===== src/rtl/core/i2c_pkg.sv =====
// ----------------------------------------------------------------------------
// i2c_pkg
// Shared types, widths and limits of the im2col address generator.
// ----------------------------------------------------------------------------
package i2c_pkg;

    // geometry limits
    localparam int MAX_DIM      = 1024;
    localparam int MAX_CHANNELS = 1024;
    localparam int MAX_BATCH    = 256;
    localparam int MAX_KERNEL   = 16;

    // configuration port
    localparam int REG_IDX_W  = 3;
    localparam int CFG_DATA_W = 11;

    // register and counter widths
    localparam int DIM_W   = 11;
    localparam int NB_W    = 9;
    localparam int KERN_W  = 5;
    localparam int STEP_W  = 5;
    localparam int PAD_W   = 4;
    localparam int BATCH_W = 8;
    localparam int CHAN_W  = 10;
    localparam int KCNT_W  = 4;

    // result field widths
    localparam int ROW_IDX_W = 28;
    localparam int COL_IDX_W = 18;
    localparam int SRC_W     = 12;

    // divider iteration counter
    localparam int DIV_CNT_W = $clog2(DIM_W);

    // products used when rebuilding the accumulators
    localparam int CK_W        = CHAN_W + KERN_W;
    localparam int BO_W        = BATCH_W + DIM_W;
    localparam int BASE_PROD_W = DIM_W + STEP_W;
    localparam int COL_FULL_W  = CK_W + KERN_W + 1;
    localparam int ROW_FULL_W  = BO_W + 1 + DIM_W;

    // register indexes
    typedef enum logic [REG_IDX_W-1:0] {
        REG_IN_HEIGHT     = 3'd0,
        REG_IN_WIDTH      = 3'd1,
        REG_CHANNEL_COUNT = 3'd2,
        REG_BATCH_COUNT   = 3'd3,
        REG_KERN_HEIGHT   = 3'd4,
        REG_KERN_WIDTH    = 3'd5,
        REG_STEP_SIZE     = 3'd6,
        REG_PAD_SIZE      = 3'd7
    } reg_idx_t;

    // clamped geometry seen by the datapath
    typedef struct packed {
        logic [DIM_W-1:0]  in_h;
        logic [DIM_W-1:0]  in_w;
        logic [DIM_W-1:0]  chans;
        logic [NB_W-1:0]   batches;
        logic [KERN_W-1:0] k_h;
        logic [KERN_W-1:0] k_w;
        logic [STEP_W-1:0] step;
        logic [PAD_W-1:0]  pad;
        logic [DIM_W-1:0]  span_h;
        logic [DIM_W-1:0]  span_w;
        logic              empty;
    } geom_t;

    // one result word
    typedef struct packed {
        logic [ROW_IDX_W-1:0]    row_index;
        logic [COL_IDX_W-1:0]    col_index;
        logic [BATCH_W-1:0]      batch_index;
        logic [CHAN_W-1:0]       chan_index;
        logic signed [SRC_W-1:0] src_row;
        logic signed [SRC_W-1:0] src_col;
        logic                    is_pad;
        logic                    is_last;
        logic                    is_empty;
    } res_t;

    typedef enum logic {
        DIV_IDLE,
        DIV_RUN
    } div_state_t;

    typedef enum logic [1:0] {
        WK_IDLE,
        WK_MUL1,
        WK_MUL2
    } walk_state_t;

endpackage


===== src/rtl/core/i2c_if.sv =====
// ----------------------------------------------------------------------------
// i2c_if
// Request and result channels of the im2col address generator.
// ----------------------------------------------------------------------------

// request channel
interface i2c_req_if ();
    logic valid;
    logic ready;
    logic restart;

    modport source (output valid, output restart, input ready);
    modport sink (input valid, input restart, output ready);
endinterface

// result channel
interface i2c_res_if import i2c_pkg::*; ();
    logic                    valid;
    logic                    ready;
    logic [ROW_IDX_W-1:0]    row_index;
    logic [COL_IDX_W-1:0]    col_index;
    logic [BATCH_W-1:0]      batch_index;
    logic [CHAN_W-1:0]       chan_index;
    logic signed [SRC_W-1:0] src_row;
    logic signed [SRC_W-1:0] src_col;
    logic                    is_pad;
    logic                    is_last;
    logic                    is_empty;

    modport source (
        output valid, output row_index, output col_index, output batch_index,
        output chan_index, output src_row, output src_col, output is_pad,
        output is_last, output is_empty, input ready
    );
    modport sink (
        input valid, input row_index, input col_index, input batch_index,
        input chan_index, input src_row, input src_col, input is_pad,
        input is_last, input is_empty, output ready
    );
endinterface


===== src/rtl/core/i2c_cfg_regs.sv =====
// ----------------------------------------------------------------------------
// i2c_cfg_regs
// Configuration registers, range clamping and padded-span computation.
// ----------------------------------------------------------------------------
module i2c_cfg_regs import i2c_pkg::*;
(
    input  logic                  clk,
    input  logic                  rst_n,
    input  logic                  cfg_we,
    input  logic [REG_IDX_W-1:0]  cfg_idx,
    input  logic [CFG_DATA_W-1:0] cfg_data,
    output geom_t                 geom,
    output logic                  recalc
);

    logic [DIM_W-1:0]  in_height_reg;
    logic [DIM_W-1:0]  in_width_reg;
    logic [DIM_W-1:0]  channel_count_reg;
    logic [NB_W-1:0]   batch_count_reg;
    logic [KERN_W-1:0] kern_height_reg;
    logic [KERN_W-1:0] kern_width_reg;
    logic [STEP_W-1:0] step_size_reg;
    logic [PAD_W-1:0]  pad_size_reg;
    logic              recalc_reg;

    logic [DIM_W-1:0]  pad2;
    logic [DIM_W-1:0]  padded_h;
    logic [DIM_W-1:0]  padded_w;

    // register writes
    always_ff @(posedge clk or negedge rst_n)
    begin
        if (!rst_n)
        begin
            in_height_reg     <= DIM_W'(1);
            in_width_reg      <= DIM_W'(1);
            channel_count_reg <= DIM_W'(1);
            batch_count_reg   <= NB_W'(1);
            kern_height_reg   <= KERN_W'(1);
            kern_width_reg    <= KERN_W'(1);
            step_size_reg     <= STEP_W'(1);
            pad_size_reg      <= '0;
            recalc_reg        <= 1'b0;
        end
        else
        begin
            recalc_reg <= cfg_we;
            if (cfg_we)
            begin
                unique case (reg_idx_t'(cfg_idx))
                    REG_IN_HEIGHT:     in_height_reg     <= cfg_data[DIM_W-1:0];
                    REG_IN_WIDTH:      in_width_reg      <= cfg_data[DIM_W-1:0];
                    REG_CHANNEL_COUNT: channel_count_reg <= cfg_data[DIM_W-1:0];
                    REG_BATCH_COUNT:   batch_count_reg   <= cfg_data[NB_W-1:0];
                    REG_KERN_HEIGHT:   kern_height_reg   <= cfg_data[KERN_W-1:0];
                    REG_KERN_WIDTH:    kern_width_reg    <= cfg_data[KERN_W-1:0];
                    REG_STEP_SIZE:     step_size_reg     <= cfg_data[STEP_W-1:0];
                    REG_PAD_SIZE:      pad_size_reg      <= cfg_data[PAD_W-1:0];
                    default:           pad_size_reg      <= pad_size_reg;
                endcase
            end
        end
    end

    // clamp the registers into their working ranges; step is only kept nonzero, pad passes through
    always_comb
    begin
        geom.in_h = (in_height_reg == '0) ? DIM_W'(1) :
                    (in_height_reg > DIM_W'(MAX_DIM)) ? DIM_W'(MAX_DIM) : in_height_reg;
        geom.in_w = (in_width_reg == '0) ? DIM_W'(1) :
                    (in_width_reg > DIM_W'(MAX_DIM)) ? DIM_W'(MAX_DIM) : in_width_reg;
        geom.chans = (channel_count_reg == '0) ? DIM_W'(1) :
                     (channel_count_reg > DIM_W'(MAX_CHANNELS)) ?
                     DIM_W'(MAX_CHANNELS) : channel_count_reg;
        geom.batches = (batch_count_reg == '0) ? NB_W'(1) :
                       (batch_count_reg > NB_W'(MAX_BATCH)) ?
                       NB_W'(MAX_BATCH) : batch_count_reg;
        geom.k_h = (kern_height_reg == '0) ? KERN_W'(1) :
                   (kern_height_reg > KERN_W'(MAX_KERNEL)) ?
                   KERN_W'(MAX_KERNEL) : kern_height_reg;
        geom.k_w = (kern_width_reg == '0) ? KERN_W'(1) :
                   (kern_width_reg > KERN_W'(MAX_KERNEL)) ?
                   KERN_W'(MAX_KERNEL) : kern_width_reg;
        geom.step = (step_size_reg == '0) ? STEP_W'(1) : step_size_reg;
        geom.pad  = pad_size_reg;
    end

    // padded extent, sliding span and the no-output check
    always_comb
    begin
        pad2        = DIM_W'({pad_size_reg, 1'b0});
        padded_h    = geom.in_h + pad2;
        padded_w    = geom.in_w + pad2;
        geom.empty  = (padded_h < DIM_W'(geom.k_h)) || (padded_w < DIM_W'(geom.k_w));
        geom.span_h = padded_h - DIM_W'(geom.k_h);
        geom.span_w = padded_w - DIM_W'(geom.k_w);
    end

    assign recalc = recalc_reg;

endmodule


===== src/rtl/core/i2c_dim_div.sv =====
// ----------------------------------------------------------------------------
// i2c_dim_div
// Restoring divider giving the output height and width, one bit per cycle.
// ----------------------------------------------------------------------------
module i2c_dim_div import i2c_pkg::*;
(
    input  logic             clk,
    input  logic             rst_n,
    input  logic             start,
    input  geom_t            geom,
    output logic [DIM_W-1:0] out_h,
    output logic [DIM_W-1:0] out_w,
    output logic             busy,
    output logic             done
);

    div_state_t             state_reg;
    div_state_t             state_next;
    logic [DIV_CNT_W-1:0]   cnt_reg;
    logic [DIM_W-1:0]       num_h_reg;
    logic [DIM_W-1:0]       num_w_reg;
    logic [STEP_W-1:0]      rem_h_reg;
    logic [STEP_W-1:0]      rem_w_reg;
    logic [STEP_W-1:0]      dvs_reg;
    logic [DIM_W-1:0]       out_h_reg;
    logic [DIM_W-1:0]       out_w_reg;
    logic [STEP_W+DIM_W-1:0] step_h;
    logic [STEP_W+DIM_W-1:0] step_w;
    logic                   last_iter;

    // one restoring step: returns {remainder, shifted numerator with quotient bit}
    function automatic logic [STEP_W+DIM_W-1:0] div_step(
        input logic [STEP_W-1:0] rem,
        input logic [DIM_W-1:0]  num,
        input logic [STEP_W-1:0] dvs
    );
        logic [STEP_W:0] rsh;
        logic [STEP_W:0] diff;
        logic            ge;
        rsh  = {rem, num[DIM_W-1]};
        diff = rsh - {1'b0, dvs};
        ge   = (rsh >= {1'b0, dvs});
        return {(ge ? diff[STEP_W-1:0] : rsh[STEP_W-1:0]), num[DIM_W-2:0], ge};
    endfunction

    assign step_h    = div_step(rem_h_reg, num_h_reg, dvs_reg);
    assign step_w    = div_step(rem_w_reg, num_w_reg, dvs_reg);
    assign last_iter = (cnt_reg == DIV_CNT_W'(DIM_W - 1));

    // next state
    always_comb
    begin
        state_next = state_reg;
        if (start)
        begin
            state_next = DIV_RUN;
        end
        else
        begin
            unique case (state_reg)
                DIV_IDLE: state_next = DIV_IDLE;
                DIV_RUN:  state_next = last_iter ? DIV_IDLE : DIV_RUN;
                default:  state_next = DIV_IDLE;
            endcase
        end
    end

    // outputs
    always_comb
    begin
        busy = (state_reg == DIV_RUN);
        done = (state_reg == DIV_RUN) && last_iter && !start;
    end

    always_ff @(posedge clk or negedge rst_n)
    begin
        if (!rst_n)
        begin
            state_reg <= DIV_IDLE;
            cnt_reg   <= '0;
            num_h_reg <= '0;
            num_w_reg <= '0;
            rem_h_reg <= '0;
            rem_w_reg <= '0;
            dvs_reg   <= STEP_W'(1);
            out_h_reg <= DIM_W'(1);
            out_w_reg <= DIM_W'(1);
        end
        else
        begin
            state_reg <= state_next;
            if (start)
            begin
                cnt_reg   <= '0;
                num_h_reg <= geom.span_h;
                num_w_reg <= geom.span_w;
                rem_h_reg <= '0;
                rem_w_reg <= '0;
                dvs_reg   <= geom.step;
            end
            else if (state_reg == DIV_RUN)
            begin
                cnt_reg   <= cnt_reg + 1'b1;
                rem_h_reg <= step_h[STEP_W+DIM_W-1:DIM_W];
                rem_w_reg <= step_w[STEP_W+DIM_W-1:DIM_W];
                num_h_reg <= step_h[DIM_W-1:0];
                num_w_reg <= step_w[DIM_W-1:0];
                // quotient plus one gives the output extent
                if (last_iter)
                begin
                    out_h_reg <= step_h[DIM_W-1:0] + DIM_W'(1);
                    out_w_reg <= step_w[DIM_W-1:0] + DIM_W'(1);
                end
            end
        end
    end

    assign out_h = out_h_reg;
    assign out_w = out_w_reg;

endmodule


===== src/rtl/core/i2c_walker.sv =====
// ----------------------------------------------------------------------------
// i2c_walker
// Loop counters and incremental matrix/source accumulators of the im2col walk.
// ----------------------------------------------------------------------------
module i2c_walker import i2c_pkg::*;
(
    input  logic             clk,
    input  logic             rst_n,
    input  geom_t            geom,
    input  logic [DIM_W-1:0] out_h,
    input  logic [DIM_W-1:0] out_w,
    input  logic             div_done,
    input  logic             fire,
    input  logic             restart,
    output res_t             res,
    output logic             busy
);

    walk_state_t            state_reg;
    walk_state_t            state_next;

    logic [BATCH_W-1:0]     batch_reg;
    logic [DIM_W-1:0]       orow_reg;
    logic [DIM_W-1:0]       ocol_reg;
    logic [CHAN_W-1:0]      chan_reg;
    logic [KCNT_W-1:0]      krow_reg;
    logic [KCNT_W-1:0]      kcol_reg;
    logic [DIM_W-1:0]       base_row_reg;
    logic [DIM_W-1:0]       base_col_reg;
    logic [ROW_IDX_W-1:0]   row_acc_reg;
    logic [COL_IDX_W-1:0]   col_acc_reg;
    logic [CK_W-1:0]        prod_ck_reg;
    logic [BO_W-1:0]        prod_bo_reg;

    logic [BATCH_W-1:0]     batch_next;
    logic [DIM_W-1:0]       orow_next;
    logic [DIM_W-1:0]       ocol_next;
    logic [CHAN_W-1:0]      chan_next;
    logic [KCNT_W-1:0]      krow_next;
    logic [KCNT_W-1:0]      kcol_next;
    logic [DIM_W-1:0]       base_row_next;
    logic [DIM_W-1:0]       base_col_next;
    logic [ROW_IDX_W-1:0]   row_acc_next;
    logic [COL_IDX_W-1:0]   col_acc_next;
    logic [CK_W-1:0]        prod_ck_next;
    logic [BO_W-1:0]        prod_bo_next;

    logic                   oob;
    logic                   clr;
    logic [BATCH_W-1:0]     cur_batch;
    logic [DIM_W-1:0]       cur_orow;
    logic [DIM_W-1:0]       cur_ocol;
    logic [CHAN_W-1:0]      cur_chan;
    logic [KCNT_W-1:0]      cur_krow;
    logic [KCNT_W-1:0]      cur_kcol;
    logic [DIM_W-1:0]       cur_base_row;
    logic [DIM_W-1:0]       cur_base_col;
    logic [ROW_IDX_W-1:0]   cur_row_acc;
    logic [COL_IDX_W-1:0]   cur_col_acc;
    logic                   kc_end;
    logic                   kr_end;
    logic                   ch_end;
    logic                   oc_end;
    logic                   or_end;
    logic                   b_end;
    logic                   is_last;
    logic [SRC_W:0]         sr_ext;
    logic [SRC_W:0]         sc_ext;
    logic                   is_pad;
    logic [BASE_PROD_W-1:0] base_row_prod;
    logic [BASE_PROD_W-1:0] base_col_prod;
    logic [COL_FULL_W-1:0]  col_full;
    logic [ROW_FULL_W-1:0]  row_full;

    // position check against the current geometry, then restart or out of range
    always_comb
    begin
        oob = ({1'b0, batch_reg} >= geom.batches) || (orow_reg >= out_h) ||
              (ocol_reg >= out_w) || ({1'b0, chan_reg} >= geom.chans) ||
              ({1'b0, krow_reg} >= geom.k_h) || ({1'b0, kcol_reg} >= geom.k_w);
        clr = restart || oob;
        cur_batch    = clr ? '0 : batch_reg;
        cur_orow     = clr ? '0 : orow_reg;
        cur_ocol     = clr ? '0 : ocol_reg;
        cur_chan     = clr ? '0 : chan_reg;
        cur_krow     = clr ? '0 : krow_reg;
        cur_kcol     = clr ? '0 : kcol_reg;
        cur_base_row = clr ? '0 : base_row_reg;
        cur_base_col = clr ? '0 : base_col_reg;
        cur_row_acc  = clr ? '0 : row_acc_reg;
        cur_col_acc  = clr ? '0 : col_acc_reg;
    end

    // loop end flags
    always_comb
    begin
        kc_end  = ({1'b0, cur_kcol} == (geom.k_w - KERN_W'(1)));
        kr_end  = ({1'b0, cur_krow} == (geom.k_h - KERN_W'(1)));
        ch_end  = ({1'b0, cur_chan} == (geom.chans - DIM_W'(1)));
        oc_end  = (cur_ocol == (out_w - DIM_W'(1)));
        or_end  = (cur_orow == (out_h - DIM_W'(1)));
        b_end   = ({1'b0, cur_batch} == (geom.batches - NB_W'(1)));
        is_last = kc_end && kr_end && ch_end && oc_end && or_end && b_end;
    end

    // source coordinates and the padding test
    always_comb
    begin
        sr_ext = (SRC_W+1)'(cur_base_row) + (SRC_W+1)'(cur_krow) - (SRC_W+1)'(geom.pad);
        sc_ext = (SRC_W+1)'(cur_base_col) + (SRC_W+1)'(cur_kcol) - (SRC_W+1)'(geom.pad);
        is_pad = sr_ext[SRC_W] || (sr_ext >= (SRC_W+1)'(geom.in_h)) ||
                 sc_ext[SRC_W] || (sc_ext >= (SRC_W+1)'(geom.in_w));
    end

    // result word
    always_comb
    begin
        if (geom.empty)
        begin
            res          = '0;
            res.is_empty = 1'b1;
        end
        else
        begin
            res.row_index   = cur_row_acc;
            res.col_index   = cur_col_acc;
            res.batch_index = cur_batch;
            res.chan_index  = cur_chan;
            res.src_row     = sr_ext[SRC_W-1:0];
            res.src_col     = sc_ext[SRC_W-1:0];
            res.is_pad      = is_pad;
            res.is_last     = is_last;
            res.is_empty    = 1'b0;
        end
    end

    // products that rebuild base and accumulators after a geometry change
    always_comb
    begin
        base_row_prod = BASE_PROD_W'(orow_reg) * BASE_PROD_W'(geom.step);
        base_col_prod = BASE_PROD_W'(ocol_reg) * BASE_PROD_W'(geom.step);
        col_full = (COL_FULL_W'(prod_ck_reg) + COL_FULL_W'(krow_reg)) * COL_FULL_W'(geom.k_w)
                   + COL_FULL_W'(kcol_reg);
        row_full = (ROW_FULL_W'(prod_bo_reg) + ROW_FULL_W'(orow_reg)) * ROW_FULL_W'(out_w)
                   + ROW_FULL_W'(ocol_reg);
    end

    // next state
    always_comb
    begin
        state_next = state_reg;
        if (div_done)
        begin
            state_next = WK_MUL1;
        end
        else
        begin
            unique case (state_reg)
                WK_IDLE: state_next = WK_IDLE;
                WK_MUL1: state_next = WK_MUL2;
                WK_MUL2: state_next = WK_IDLE;
                default: state_next = WK_IDLE;
            endcase
        end
    end

    // outputs
    always_comb
    begin
        busy = (state_reg != WK_IDLE);
    end

    // counter and accumulator updates
    always_comb
    begin
        batch_next    = batch_reg;
        orow_next     = orow_reg;
        ocol_next     = ocol_reg;
        chan_next     = chan_reg;
        krow_next     = krow_reg;
        kcol_next     = kcol_reg;
        base_row_next = base_row_reg;
        base_col_next = base_col_reg;
        row_acc_next  = row_acc_reg;
        col_acc_next  = col_acc_reg;
        prod_ck_next  = prod_ck_reg;
        prod_bo_next  = prod_bo_reg;
        unique case (state_reg)
            WK_MUL1:
            begin
                prod_ck_next  = CK_W'(chan_reg) * CK_W'(geom.k_h);
                prod_bo_next  = BO_W'(batch_reg) * BO_W'(out_h);
                base_row_next = base_row_prod[DIM_W-1:0];
                base_col_next = base_col_prod[DIM_W-1:0];
            end
            WK_MUL2:
            begin
                col_acc_next = col_full[COL_IDX_W-1:0];
                row_acc_next = row_full[ROW_IDX_W-1:0];
            end
            WK_IDLE:
            begin
                if (fire)
                begin
                    if (geom.empty || is_last)
                    begin
                        batch_next    = '0;
                        orow_next     = '0;
                        ocol_next     = '0;
                        chan_next     = '0;
                        krow_next     = '0;
                        kcol_next     = '0;
                        base_row_next = '0;
                        base_col_next = '0;
                        row_acc_next  = '0;
                        col_acc_next  = '0;
                    end
                    else
                    begin
                        // kernel column, kernel row, channel ripple
                        kcol_next    = kc_end ? '0 : cur_kcol + 1'b1;
                        krow_next    = !kc_end ? cur_krow : (kr_end ? '0 : cur_krow + 1'b1);
                        chan_next    = !(kc_end && kr_end) ? cur_chan :
                                       (ch_end ? '0 : cur_chan + 1'b1);
                        col_acc_next = (kc_end && kr_end && ch_end) ? '0 :
                                       cur_col_acc + 1'b1;
                        // output position advances once per full row of the matrix
                        row_acc_next = (kc_end && kr_end && ch_end) ?
                                       cur_row_acc + 1'b1 : cur_row_acc;
                        ocol_next     = cur_ocol;
                        base_col_next = cur_base_col;
                        orow_next     = cur_orow;
                        base_row_next = cur_base_row;
                        batch_next    = cur_batch;
                        if (kc_end && kr_end && ch_end)
                        begin
                            ocol_next     = oc_end ? '0 : cur_ocol + 1'b1;
                            base_col_next = oc_end ? '0 : cur_base_col + DIM_W'(geom.step);
                            if (oc_end)
                            begin
                                orow_next     = or_end ? '0 : cur_orow + 1'b1;
                                base_row_next = or_end ? '0 :
                                                cur_base_row + DIM_W'(geom.step);
                                if (or_end)
                                begin
                                    batch_next = cur_batch + 1'b1;
                                end
                            end
                        end
                    end
                end
            end
            default:
            begin
                batch_next = batch_reg;
            end
        endcase
    end

    always_ff @(posedge clk or negedge rst_n)
    begin
        if (!rst_n)
        begin
            state_reg    <= WK_IDLE;
            batch_reg    <= '0;
            orow_reg     <= '0;
            ocol_reg     <= '0;
            chan_reg     <= '0;
            krow_reg     <= '0;
            kcol_reg     <= '0;
            base_row_reg <= '0;
            base_col_reg <= '0;
            row_acc_reg  <= '0;
            col_acc_reg  <= '0;
            prod_ck_reg  <= '0;
            prod_bo_reg  <= '0;
        end
        else
        begin
            state_reg    <= state_next;
            batch_reg    <= batch_next;
            orow_reg     <= orow_next;
            ocol_reg     <= ocol_next;
            chan_reg     <= chan_next;
            krow_reg     <= krow_next;
            kcol_reg     <= kcol_next;
            base_row_reg <= base_row_next;
            base_col_reg <= base_col_next;
            row_acc_reg  <= row_acc_next;
            col_acc_reg  <= col_acc_next;
            prod_ck_reg  <= prod_ck_next;
            prod_bo_reg  <= prod_bo_next;
        end
    end

endmodule


===== src/rtl/core/i2c_out_buf.sv =====
// ----------------------------------------------------------------------------
// i2c_out_buf
// Result register with a skid stage, so input and output stalls are decoupled.
// ----------------------------------------------------------------------------
module i2c_out_buf import i2c_pkg::*;
(
    input  logic clk,
    input  logic rst_n,
    input  logic in_valid,
    input  res_t in_data,
    output logic in_space,
    output logic out_valid,
    output res_t out_data,
    input  logic out_ready
);

    logic out_valid_reg;
    logic out_valid_next;
    res_t out_data_reg;
    res_t out_data_next;
    logic skid_valid_reg;
    logic skid_valid_next;
    res_t skid_data_reg;
    res_t skid_data_next;
    logic out_free;

    // move words between input, skid and output registers
    always_comb
    begin
        out_free        = !out_valid_reg || out_ready;
        out_valid_next  = out_valid_reg;
        out_data_next   = out_data_reg;
        skid_valid_next = skid_valid_reg;
        skid_data_next  = skid_data_reg;
        if (out_free)
        begin
            out_valid_next  = skid_valid_reg || in_valid;
            out_data_next   = skid_valid_reg ? skid_data_reg : in_data;
            skid_valid_next = 1'b0;
        end
        else if (in_valid)
        begin
            skid_valid_next = 1'b1;
            skid_data_next  = in_data;
        end
    end

    // control state
    always_ff @(posedge clk or negedge rst_n)
    begin
        if (!rst_n)
        begin
            out_valid_reg  <= 1'b0;
            skid_valid_reg <= 1'b0;
        end
        else
        begin
            out_valid_reg  <= out_valid_next;
            skid_valid_reg <= skid_valid_next;
        end
    end

    // payload
    always_ff @(posedge clk)
    begin
        out_data_reg  <= out_data_next;
        skid_data_reg <= skid_data_next;
    end

    assign in_space  = !skid_valid_reg;
    assign out_valid = out_valid_reg;
    assign out_data  = out_data_reg;

endmodule


===== src/rtl/core/im2col_address_generator_core.sv =====
// ----------------------------------------------------------------------------
// im2col_address_generator_core
// Walks the im2col lowering of a convolution, one element per request word.
// ----------------------------------------------------------------------------
// result: an accepted request's word is registered in the output buffer (skid on stall)
// throughput: one request per cycle while ready is high; counters and accumulators
// step incrementally; ready is low while the skid register is full and, after any
// register write, while the output extents are divided out one quotient bit at a
// time and the accumulators are rebuilt in the multiply states WK_MUL1 and WK_MUL2
// reset: registers take their reset values, the walk starts at the first element
module im2col_address_generator_core import i2c_pkg::*;
(
    input  logic                  clk,
    input  logic                  rst_n,
    input  logic                  cfg_we,
    input  logic [REG_IDX_W-1:0]  cfg_idx,
    input  logic [CFG_DATA_W-1:0] cfg_data,
    i2c_req_if.sink               req,
    i2c_res_if.source             rsp
);

    geom_t            geom;
    logic             recalc;
    logic [DIM_W-1:0] out_h;
    logic [DIM_W-1:0] out_w;
    logic             div_busy;
    logic             div_done;
    logic             walk_busy;
    logic             fire;
    logic             space;
    res_t             walk_res;
    res_t             out_res;

    i2c_cfg_regs u_cfg (
        .clk      (clk),
        .rst_n    (rst_n),
        .cfg_we   (cfg_we),
        .cfg_idx  (cfg_idx),
        .cfg_data (cfg_data),
        .geom     (geom),
        .recalc   (recalc)
    );

    i2c_dim_div u_div (
        .clk   (clk),
        .rst_n (rst_n),
        .start (recalc),
        .geom  (geom),
        .out_h (out_h),
        .out_w (out_w),
        .busy  (div_busy),
        .done  (div_done)
    );

    // request handshake
    assign req.ready = space && !recalc && !div_busy && !walk_busy;
    assign fire      = req.valid && req.ready;

    i2c_walker u_walk (
        .clk      (clk),
        .rst_n    (rst_n),
        .geom     (geom),
        .out_h    (out_h),
        .out_w    (out_w),
        .div_done (div_done),
        .fire     (fire),
        .restart  (req.restart),
        .res      (walk_res),
        .busy     (walk_busy)
    );

    i2c_out_buf u_obuf (
        .clk       (clk),
        .rst_n     (rst_n),
        .in_valid  (fire),
        .in_data   (walk_res),
        .in_space  (space),
        .out_valid (rsp.valid),
        .out_data  (out_res),
        .out_ready (rsp.ready)
    );

    // result fields
    assign rsp.row_index   = out_res.row_index;
    assign rsp.col_index   = out_res.col_index;
    assign rsp.batch_index = out_res.batch_index;
    assign rsp.chan_index  = out_res.chan_index;
    assign rsp.src_row     = out_res.src_row;
    assign rsp.src_col     = out_res.src_col;
    assign rsp.is_pad      = out_res.is_pad;
    assign rsp.is_last     = out_res.is_last;
    assign rsp.is_empty    = out_res.is_empty;

endmodule

===== src/flat_wrapper.sv =====
// flat-port wrapper written by rule: the top's interface ports become plain ports
module im2col_address_generator_core_flat import i2c_pkg::*;
  (clk, rst_n, cfg_we, cfg_idx, cfg_data, req_valid, req_restart, req_ready, rsp_valid, rsp_row_index, rsp_col_index, rsp_batch_index, rsp_chan_index, rsp_src_row, rsp_src_col, rsp_is_pad, rsp_is_last, rsp_is_empty, rsp_ready);
  i2c_req_if req_i ();
  i2c_res_if rsp_i ();
  input  logic clk;
  input  logic rst_n;
  input  logic cfg_we;
  input  logic [REG_IDX_W-1:0] cfg_idx;
  input  logic [CFG_DATA_W-1:0] cfg_data;
  input wire logic [$bits(req_i.valid)-1:0] req_valid;
  input wire logic [$bits(req_i.restart)-1:0] req_restart;
  output wire logic [$bits(req_i.ready)-1:0] req_ready;
  output wire logic [$bits(rsp_i.valid)-1:0] rsp_valid;
  output wire logic [$bits(rsp_i.row_index)-1:0] rsp_row_index;
  output wire logic [$bits(rsp_i.col_index)-1:0] rsp_col_index;
  output wire logic [$bits(rsp_i.batch_index)-1:0] rsp_batch_index;
  output wire logic [$bits(rsp_i.chan_index)-1:0] rsp_chan_index;
  output wire logic [$bits(rsp_i.src_row)-1:0] rsp_src_row;
  output wire logic [$bits(rsp_i.src_col)-1:0] rsp_src_col;
  output wire logic [$bits(rsp_i.is_pad)-1:0] rsp_is_pad;
  output wire logic [$bits(rsp_i.is_last)-1:0] rsp_is_last;
  output wire logic [$bits(rsp_i.is_empty)-1:0] rsp_is_empty;
  input wire logic [$bits(rsp_i.ready)-1:0] rsp_ready;
  assign req_i.valid = req_valid;
  assign req_i.restart = req_restart;
  assign req_ready = req_i.ready;
  assign rsp_valid = rsp_i.valid;
  assign rsp_row_index = rsp_i.row_index;
  assign rsp_col_index = rsp_i.col_index;
  assign rsp_batch_index = rsp_i.batch_index;
  assign rsp_chan_index = rsp_i.chan_index;
  assign rsp_src_row = rsp_i.src_row;
  assign rsp_src_col = rsp_i.src_col;
  assign rsp_is_pad = rsp_i.is_pad;
  assign rsp_is_last = rsp_i.is_last;
  assign rsp_is_empty = rsp_i.is_empty;
  assign rsp_i.ready = rsp_ready;
  im2col_address_generator_core u_core (.clk(clk), .rst_n(rst_n), .cfg_we(cfg_we), .cfg_idx(cfg_idx), .cfg_data(cfg_data), .req(req_i), .rsp(rsp_i));
endmodule

===== config.mk =====
export PLATFORM = sky130hd
export DESIGN_NAME = im2col_address_generator_core_flat
export DESIGN_NICKNAME = d
export VERILOG_FILES = /design/src/rtl/core/i2c_pkg.sv /design/src/rtl/core/i2c_if.sv /design/src/rtl/core/i2c_cfg_regs.sv /design/src/rtl/core/i2c_dim_div.sv /design/src/rtl/core/i2c_walker.sv /design/src/rtl/core/i2c_out_buf.sv /design/src/rtl/core/im2col_address_generator_core.sv /design/src/flat_wrapper.sv
export SDC_FILE = /design/constraint.sdc
export NUM_CORES = 2
export LEC_CHECK = 0
export ABC_AREA = 1
export BUFFER_PORTS_ARGS = -buffer_cell sky130_fd_sc_hd__buf_4
export CORE_UTILIZATION = 59
export DETAILED_ROUTE_END_ITERATION = 7
export HOLD_SLACK_MARGIN = 0.03
export PLACE_DENSITY = 0.82
export SYNTH_ARGS = -nofsm -noshare
export SYNTH_HDL_FRONTEND = slang
export SYNTH_HIERARCHICAL = 1
export SYNTH_SLANG_ARGS = --single-unit

===== constraint.sdc =====
create_clock -name clk -period 6.75 [get_ports clk]
set_clock_uncertainty 0.05 [all_clocks]
set_input_delay 0.3375 -clock clk [delete_from_list [all_inputs] [get_ports clk]]
set_output_delay 0.3375 -clock clk [all_outputs]
set_load 0.1 [all_outputs]

# Word level (Yosys, flattened, before mapping)
# Cells that the tools add are included.
# totals
register_bits	462
in_bits	20
out_inout_bits	93
elab_cells	266
# op_classes
addsub	33
n_mul	6
magnitude_cmp	18
eq_ne	17
mux	82
n_bitwise	3
reduce_logical	56
# ops
op	count
$mux W11	30
$mux W91	2
$mux W28	4
$mux W18	4
$pmux W28 S2	1
$mux W5	11
$add A11 B1 Y11 const B	4
$add A11 B5 Y11	4
$pmux W11 S2	2
$mux W10	4
$mux W8	5
$mux W4	9
$pmux W18 S2	1
$gt A11 B11 Y1 const B	3
$logic_not A11 Y1	3
$sub A11 B1 Y11 const B	3
$add A28 B1 Y28 const B	1
$add A28 B11 Y28	1
$mul A20 B11 Y28	1
$ge A13 B11 Y1	2
$sub A12 B4 Y13	2
$add A11 B4 Y12	2
$reduce_and A2 Y1	12
$eq A11 B11 Y1	2
other kinds (47)	102

# Logic depth before layout (Yosys ltp)
# logic_depth
ltp_word	21
ltp_mapped	46
mapped_depth_nobuf	41

# By module
# Netlist, hierarchy kept.
# modules_own_cells
module	instances	cells_per_inst	area_each_um2	seq_area_each_um2
i2c_walker	1	5071	33503.4	3803.6
i2c_out_buf	1	485	6775.2	5515.3
i2c_cfg_regs	1	567	4216.5	1560.2
i2c_dim_div	1	423	3447.1	1605.3
im2col_address_generator_core	1	7	31.3	0.0

# Worst setup path before layout
# OpenSTA, ideal clock, no wires.
# synth_timing
path_type	reg-to-reg
start	reg u_core.u_obuf.out_valid_reg, in the netlist u_core/u_obuf/out_valid
end	reg u_core/u_obuf/skid_data_reg[0] (netlist bit), enable pin
setup_ps	541
arrival_time_ps	7300
required_time_ps	6159
setup_slack_ps	-1141
stages_incl_launch_ff	3
n_path_buf	0
synth_period_minus_slack_ps	7891
cell_sequence	dfrtp_1 > nand2_1 > nor2_1
# synth_between
elab_chain_cells	4
# synth_lines
element	line	rtl
start, declared	i2c_out_buf.sv:17	logic out_valid_reg;
start signal, assigned	i2c_out_buf.sv:58	out_valid_reg <= out_valid_next;
$logic_not A1 Y1	i2c_out_buf.sv:30	out_free = !out_valid_reg || out_ready;
$logic_or A1 B1 Y1	i2c_out_buf.sv:30	
via u_core.u_obuf.out_free	i2c_out_buf.sv:25	logic out_free;
$not A1 Y1 (no line)	-	
$reduce_and A2 Y1 (no line)	-	
end signal, assigned	i2c_out_buf.sv:67	skid_data_reg <= skid_data_next;
end, declared	i2c_out_buf.sv:23	res_t skid_data_reg;
# The timed path passes the listed nets, and every way through them passes these cells.
# A chain may end at the register's enable or synchronous reset.

# Worst setup path in the final report
# layout_timing
start	reg u_core.u_walk.orow_reg[4]
end	reg u_core.u_walk.row_acc_reg[25]
# layout_between
elab_chain_cells	18
elab_cells_between_ends	34
cone_classes	3 x add/sub; 1 x mul; 1 x order compare; 6 x eq/ne; 11 x mux; 12 x reduce/logical
# layout_lines
element	line	rtl
start, declared	i2c_walker.sv:23	logic [DIM_W-1:0] orow_reg;
start signal, assigned	i2c_walker.sv:282	orow_reg <= orow_next;
parallel branches: the longest is 17 deep, another holds $mul A20 B11 Y28	-	
$pmux W28 S2 (*)	i2c_walker.sv:188	unique case (state_reg)
end signal, assigned	i2c_walker.sv:289	row_acc_reg <= row_acc_next;
end, declared	i2c_walker.sv:30	logic [ROW_IDX_W-1:0] row_acc_reg;
# Mark *: on every way between the ends. The select of a mux whose other input is x is not followed.

==> flow_summary.html <==
<table>
<tr><th>Metric</th><th>Value</th></tr>
<tr><th colspan="2">Die</th></tr>
<tr><td>Die Y-Extent</td><td>about 290 µm</td></tr>
<tr><td>Core area</td><td>between 80000 and 90000 µm²</td></tr>
<tr><td>Boundary pin count</td><td>around 110</td></tr>
<tr><td>Starting density of the core</td><td>0.596</td></tr>
<tr><td>Floorplan row count</td><td>approximately 100</td></tr>
<tr><td>Full die area</td><td>between 80000 and 90000 µm²</td></tr>
<tr><td>Die Width</td><td>around 290 µm</td></tr>
<tr><th colspan="2">Min path</th></tr>
<tr><td>Worst min path class</td><td>input port to flop</td></tr>
<tr><th colspan="2">Drt</th></tr>
<tr><td>Total vias in the final route</td><td>between 40000 and 50000</td></tr>
<tr><td>Highest routing layer actually used</td><td>met4</td></tr>
<tr><td>Met3 Routed Length</td><td>13.9 mm</td></tr>
<tr><td>TritonRoute pass-1 iters</td><td>7</td></tr>
<tr><td>Detailed Route WL</td><td>148 mm</td></tr>
<tr><td>Count of nets left with antenna violations after detail routing</td><td>0</td></tr>
<tr><td>Drt initial violations</td><td>between 4000 and 5000</td></tr>
<tr><td>Met2 Routed Length</td><td>66.3 mm</td></tr>
<tr><td>DR vias/cell</td><td>around 5.6</td></tr>
<tr><td>Remaining routing DRC violations</td><td>0</td></tr>
<tr><td>Average wire per cell in the routed design</td><td>approximately 19 µm</td></tr>
<tr><td>M1 WL</td><td>58.0 mm</td></tr>
<tr><th colspan="2">Place</th></tr>
<tr><td>Post-placement cell area</td><td>just over 50000 µm²</td></tr>
<tr><td>Worst Setup Slack post-DPL</td><td>-0.227 ns</td></tr>
<tr><td>Half-perimeter wire length after detailed placement</td><td>roughly 110 mm</td></tr>
<tr><td>Buffers added on ports</td><td>112</td></tr>
<tr><td>Routability congestion estimate from global placement</td><td>around 1.0</td></tr>
<tr><th colspan="2">Synthesis</th></tr>
<tr><td>Net count of the mapped netlist</td><td>between 7000 and 8000</td></tr>
<tr><td>Main synth FF type</td><td>dfrtp_1</td></tr>
<tr><td>Number of synthesized register bits</td><td>approximately 460</td></tr>
<tr><td>Cell area after synthesis</td><td>approximately 48000 µm²</td></tr>
<tr><td>Number of unique standard cell types used by synthesis</td><td>65</td></tr>
<tr><td>Count of flip-flops with a built-in enable after synthesis</td><td>between 150 and 200</td></tr>
<tr><td>Sequential cell area fraction in the yosys report</td><td>0.260</td></tr>
<tr><td>Post-synthesis average cell area</td><td>7.32 µm²</td></tr>
<tr><td>Cell count after synthesis</td><td>6553</td></tr>
<tr><td>Async set or reset register ratio after synthesis</td><td>0.606</td></tr>
<tr><td>YS warnings</td><td>6</td></tr>
<tr><th colspan="2">STA</th></tr>
<tr><td>Maximum clock frequency</td><td>approximately 150 MHz</td></tr>
<tr><td>Final Worst Setup Slack</td><td>0.117 ns</td></tr>
<tr><td>Minimum clock period</td><td>~6.6 ns</td></tr>
<tr><td>Setup TNS Final</td><td>0 ns</td></tr>
<tr><td>Setup repair after global routing missed its margin</td><td>true</td></tr>
<tr><td>Max-Slew Margin vs Limit</td><td>0.301</td></tr>
<tr><td>Final Slew Violations</td><td>0</td></tr>
<tr><td>Portion of the clock cycle consumed by the worst path in the final layout</td><td>0.983</td></tr>
<tr><td>Final hold viol count</td><td>0</td></tr>
<tr><td>Slew at the pin closest to its max-slew limit</td><td>around 1.0 ns</td></tr>
<tr><td>Final setup violation count</td><td>0</td></tr>
<tr><th colspan="2">GRT</th></tr>
<tr><td>Pin count of the biggest net entering global routing</td><td>110</td></tr>
<tr><td>Total routing resource utilization after global routing</td><td>0.357</td></tr>
<tr><td>Grt total ovfl</td><td>0</td></tr>
<tr><td>Global-route wire length before repair</td><td>around 230 mm</td></tr>
<tr><td>Via count of the first global-routing pass</td><td>~44000</td></tr>
<tr><td>Antenna violations before repair</td><td>3</td></tr>
<tr><th colspan="2">Setup path</th></tr>
<tr><td>CP endpoint kind</td><td>flop</td></tr>
<tr><td>Critical path's slowest cell</td><td>fa_1</td></tr>
<tr><td>Worst stage delay on the critical path</td><td>around 0.58 ns</td></tr>
<tr><td>Arrival time at the worst endpoint</td><td>approximately 7.1 ns</td></tr>
<tr><td>Worst-path maximum fanout</td><td>5</td></tr>
<tr><td>Required time at the endpoint of the critical path</td><td>roughly 7.2 ns</td></tr>
<tr><td>Critical Path Start Type</td><td>flop</td></tr>
<tr><td>Critical path type</td><td>flop to flop</td></tr>
<tr><th colspan="2">Clock network</th></tr>
<tr><td>Total clock buffers created by CTS</td><td>53</td></tr>
<tr><td>H-tree Lvls</td><td>2</td></tr>
<tr><td>TritonCTS clock tree</td><td>done</td></tr>
<tr><td>Clk slew on worst S/H paths</td><td>approximately 0.06 ns</td></tr>
<tr><td>Sink count of the clock tree</td><td>462</td></tr>
<tr><td>Clock network latency to the later pin of the worst-skew pair</td><td>around 0.65 ns</td></tr>
<tr><td>Largest buffer count on any clock path</td><td>3</td></tr>
<tr><td>Clock tree root buffer cell</td><td>clkbuf_16</td></tr>
<tr><th colspan="2">Power</th></tr>
<tr><td>PD cells</td><td>between 200 and 250 nW/µm²</td></tr>
<tr><td>Worst supply voltage drop on vdd</td><td>between 0.0002 and 0.00025 V</td></tr>
<tr><td>Leakage power</td><td>between 20 and 30 nW</td></tr>
<tr><th colspan="2">Cells and area</th></tr>
<tr><td>Area growth from synthesis to layout</td><td>13.4%</td></tr>
<tr><td>Layout net count</td><td>roughly 7600</td></tr>
<tr><td>Area of all placed cells without fillers</td><td>~54000 µm²</td></tr>
<tr><td>Most frequent cells in the layout</td><td>nand2_1 (1841), inv_1 (1198), nor2_1 (577), buf_4 (429), fa_1 (347)</td></tr>
<tr><td>Commonest non-fill, non-tap cell in the layout</td><td>nand2_1</td></tr>
<tr><td>Fraction of final layout cells sized beyond drive strength 1</td><td>0.126</td></tr>
<tr><th colspan="2">Job</th></tr>
<tr><td>Max Cap Viol</td><td>0</td></tr>
<tr><th colspan="2">Outcome</th></tr>
<tr><td>Run status</td><td>finished clean</td></tr>
</table>
-- cell families after synthesis --
logic type / count (synthesis) / share of synthesized area
AO/OA/AOI/OAI: 620 / 0.0722
flip-flops: 462 / 0.260
buffers and inverters: 1487 / 0.122
AND/OR/NAND/NOR: 3083 / 0.270
adder cells (fa/ha/maj): 712 / 0.240
XOR/XNOR: 189 / 0.0349
-- cell usage after synthesis (all sizes together) (11+ instances only) --
master,n,share of area
a21boi,15,0.0023
a21oi,233,0.024
a31oi,11,0.0014
buf,86,0.013
clkbuf,145,0.011
clkinv,14,0.0011
dfrtp,270,0.14
edfxtp,182,0.11
fa,350,0.15
ha,362,0.094
inv,1242,0.097
nand2,1879,0.15
nand3,306,0.034
nand4,106,0.014
nor2,657,0.057
nor3,72,0.0082
nor4,19,0.0025
o21ai,259,0.027
o21bai,17,0.0031
o221ai,20,0.0037
o31ai,21,0.0033
or2,28,0.0037
xnor2,42,0.0077
xor2,147,0.027
-- metal layers --
| metal | vias up | global-route usage |
|---|---|---|
| met3 | 484 | 0.0576 |
| li1 | 20808 | - |
| met2 | 2111 | 0.566 |
| met5 | - | 0 |
| met4 | 0 | 0.202 |
| met1 | 20991 | 0.464 |
-- repair_timing --
| item | 4_1_cts | 5_1_grt |
|---|---|---|
| hold buffers | 4 | 0 |
| gates resized for setup | 25 | 200 |
| setup buffers | 0 | 19 |
| setup endpoints to repair | 12 | 18 |
| pin swaps | 4 | 93 |
| gates cloned | 0 | 1 |
| hold endpoints to repair | 72 | 0 |
-- critical path: cells and delay by family, from the launching register on --
family	cells	cell delay, ns
buffers and inverters	6	0.56
adder cells (fa/ha/maj)	7	3.23
AND/OR/NAND/NOR	9	1.09
flip-flops	1	0.42
AO/OA/AOI/OAI	9	1.16
-- area by class of cell --
class | instances | area (µm²)
fill | 6569 | 26200
multi-input combinational | 4604 | 30600
inverter | 1256 | 4720
timing repair inverter | 1 | 6.26
sequential | 462 | 12500
antenna | 1 | 2.50
timing repair buffer | 443 | 3390
tap | 1060 | 1330
clock inverter | 27 | 353
clock buffer | 73 | 1470
-- stage by stage --
| stage | std cells | hold WS (ns) | util | power (mW) |
|---|---|---|---|---|
| 6_report | 7927 | 0.0422 | 0.675 | 11.4 |
| 5_1_grt | 7926 | 0.0719 | 0.675 | 12.0 |
| 4_1_cts | 7907 | 0.0468 | 0.663 | 11.2 |
| 3_5_place_dp | 7803 | 0.311 | 0.638 | 8.15 |
| 3_3_place_gp | 7803 | 0.304 | 0.638 | 8.02 |
| 2_1_floorplan | 6553 | -0.00809 | - | 6.76 |
-- final timing paths --
check	cells after the start	to	from	slack [ns]
max	31	u_core/u_walk/row_acc_reg[25]	u_core/u_walk/orow_reg[4]	0.12
min	3	u_core/u_cfg/in_height_reg[5]	cfg_data[5]	0.04
max reg2reg	31	u_core/u_walk/row_acc_reg[25]	u_core/u_walk/orow_reg[4]	0.12
min reg2reg	2	u_core/u_walk/prod_ck_reg[3]	u_core/u_walk/prod_ck_reg[3]	0.43
max in group asynchronous	3	u_core/u_walk/chan_reg[9]	rst_n	5.21
min in group asynchronous	2	u_core/u_div/num_w_reg[0]	rst_n	0.21
-- power breakdown --
group | internal [mW] | leakage [nW] | switching [mW]
Combinational | 1.50 | 22.6 | 3.34
Sequential | 3.29 | 5.56 | 0.264
Clock | 1.77 | 0.881 | 1.29
(Power assumes the default switching activity.)
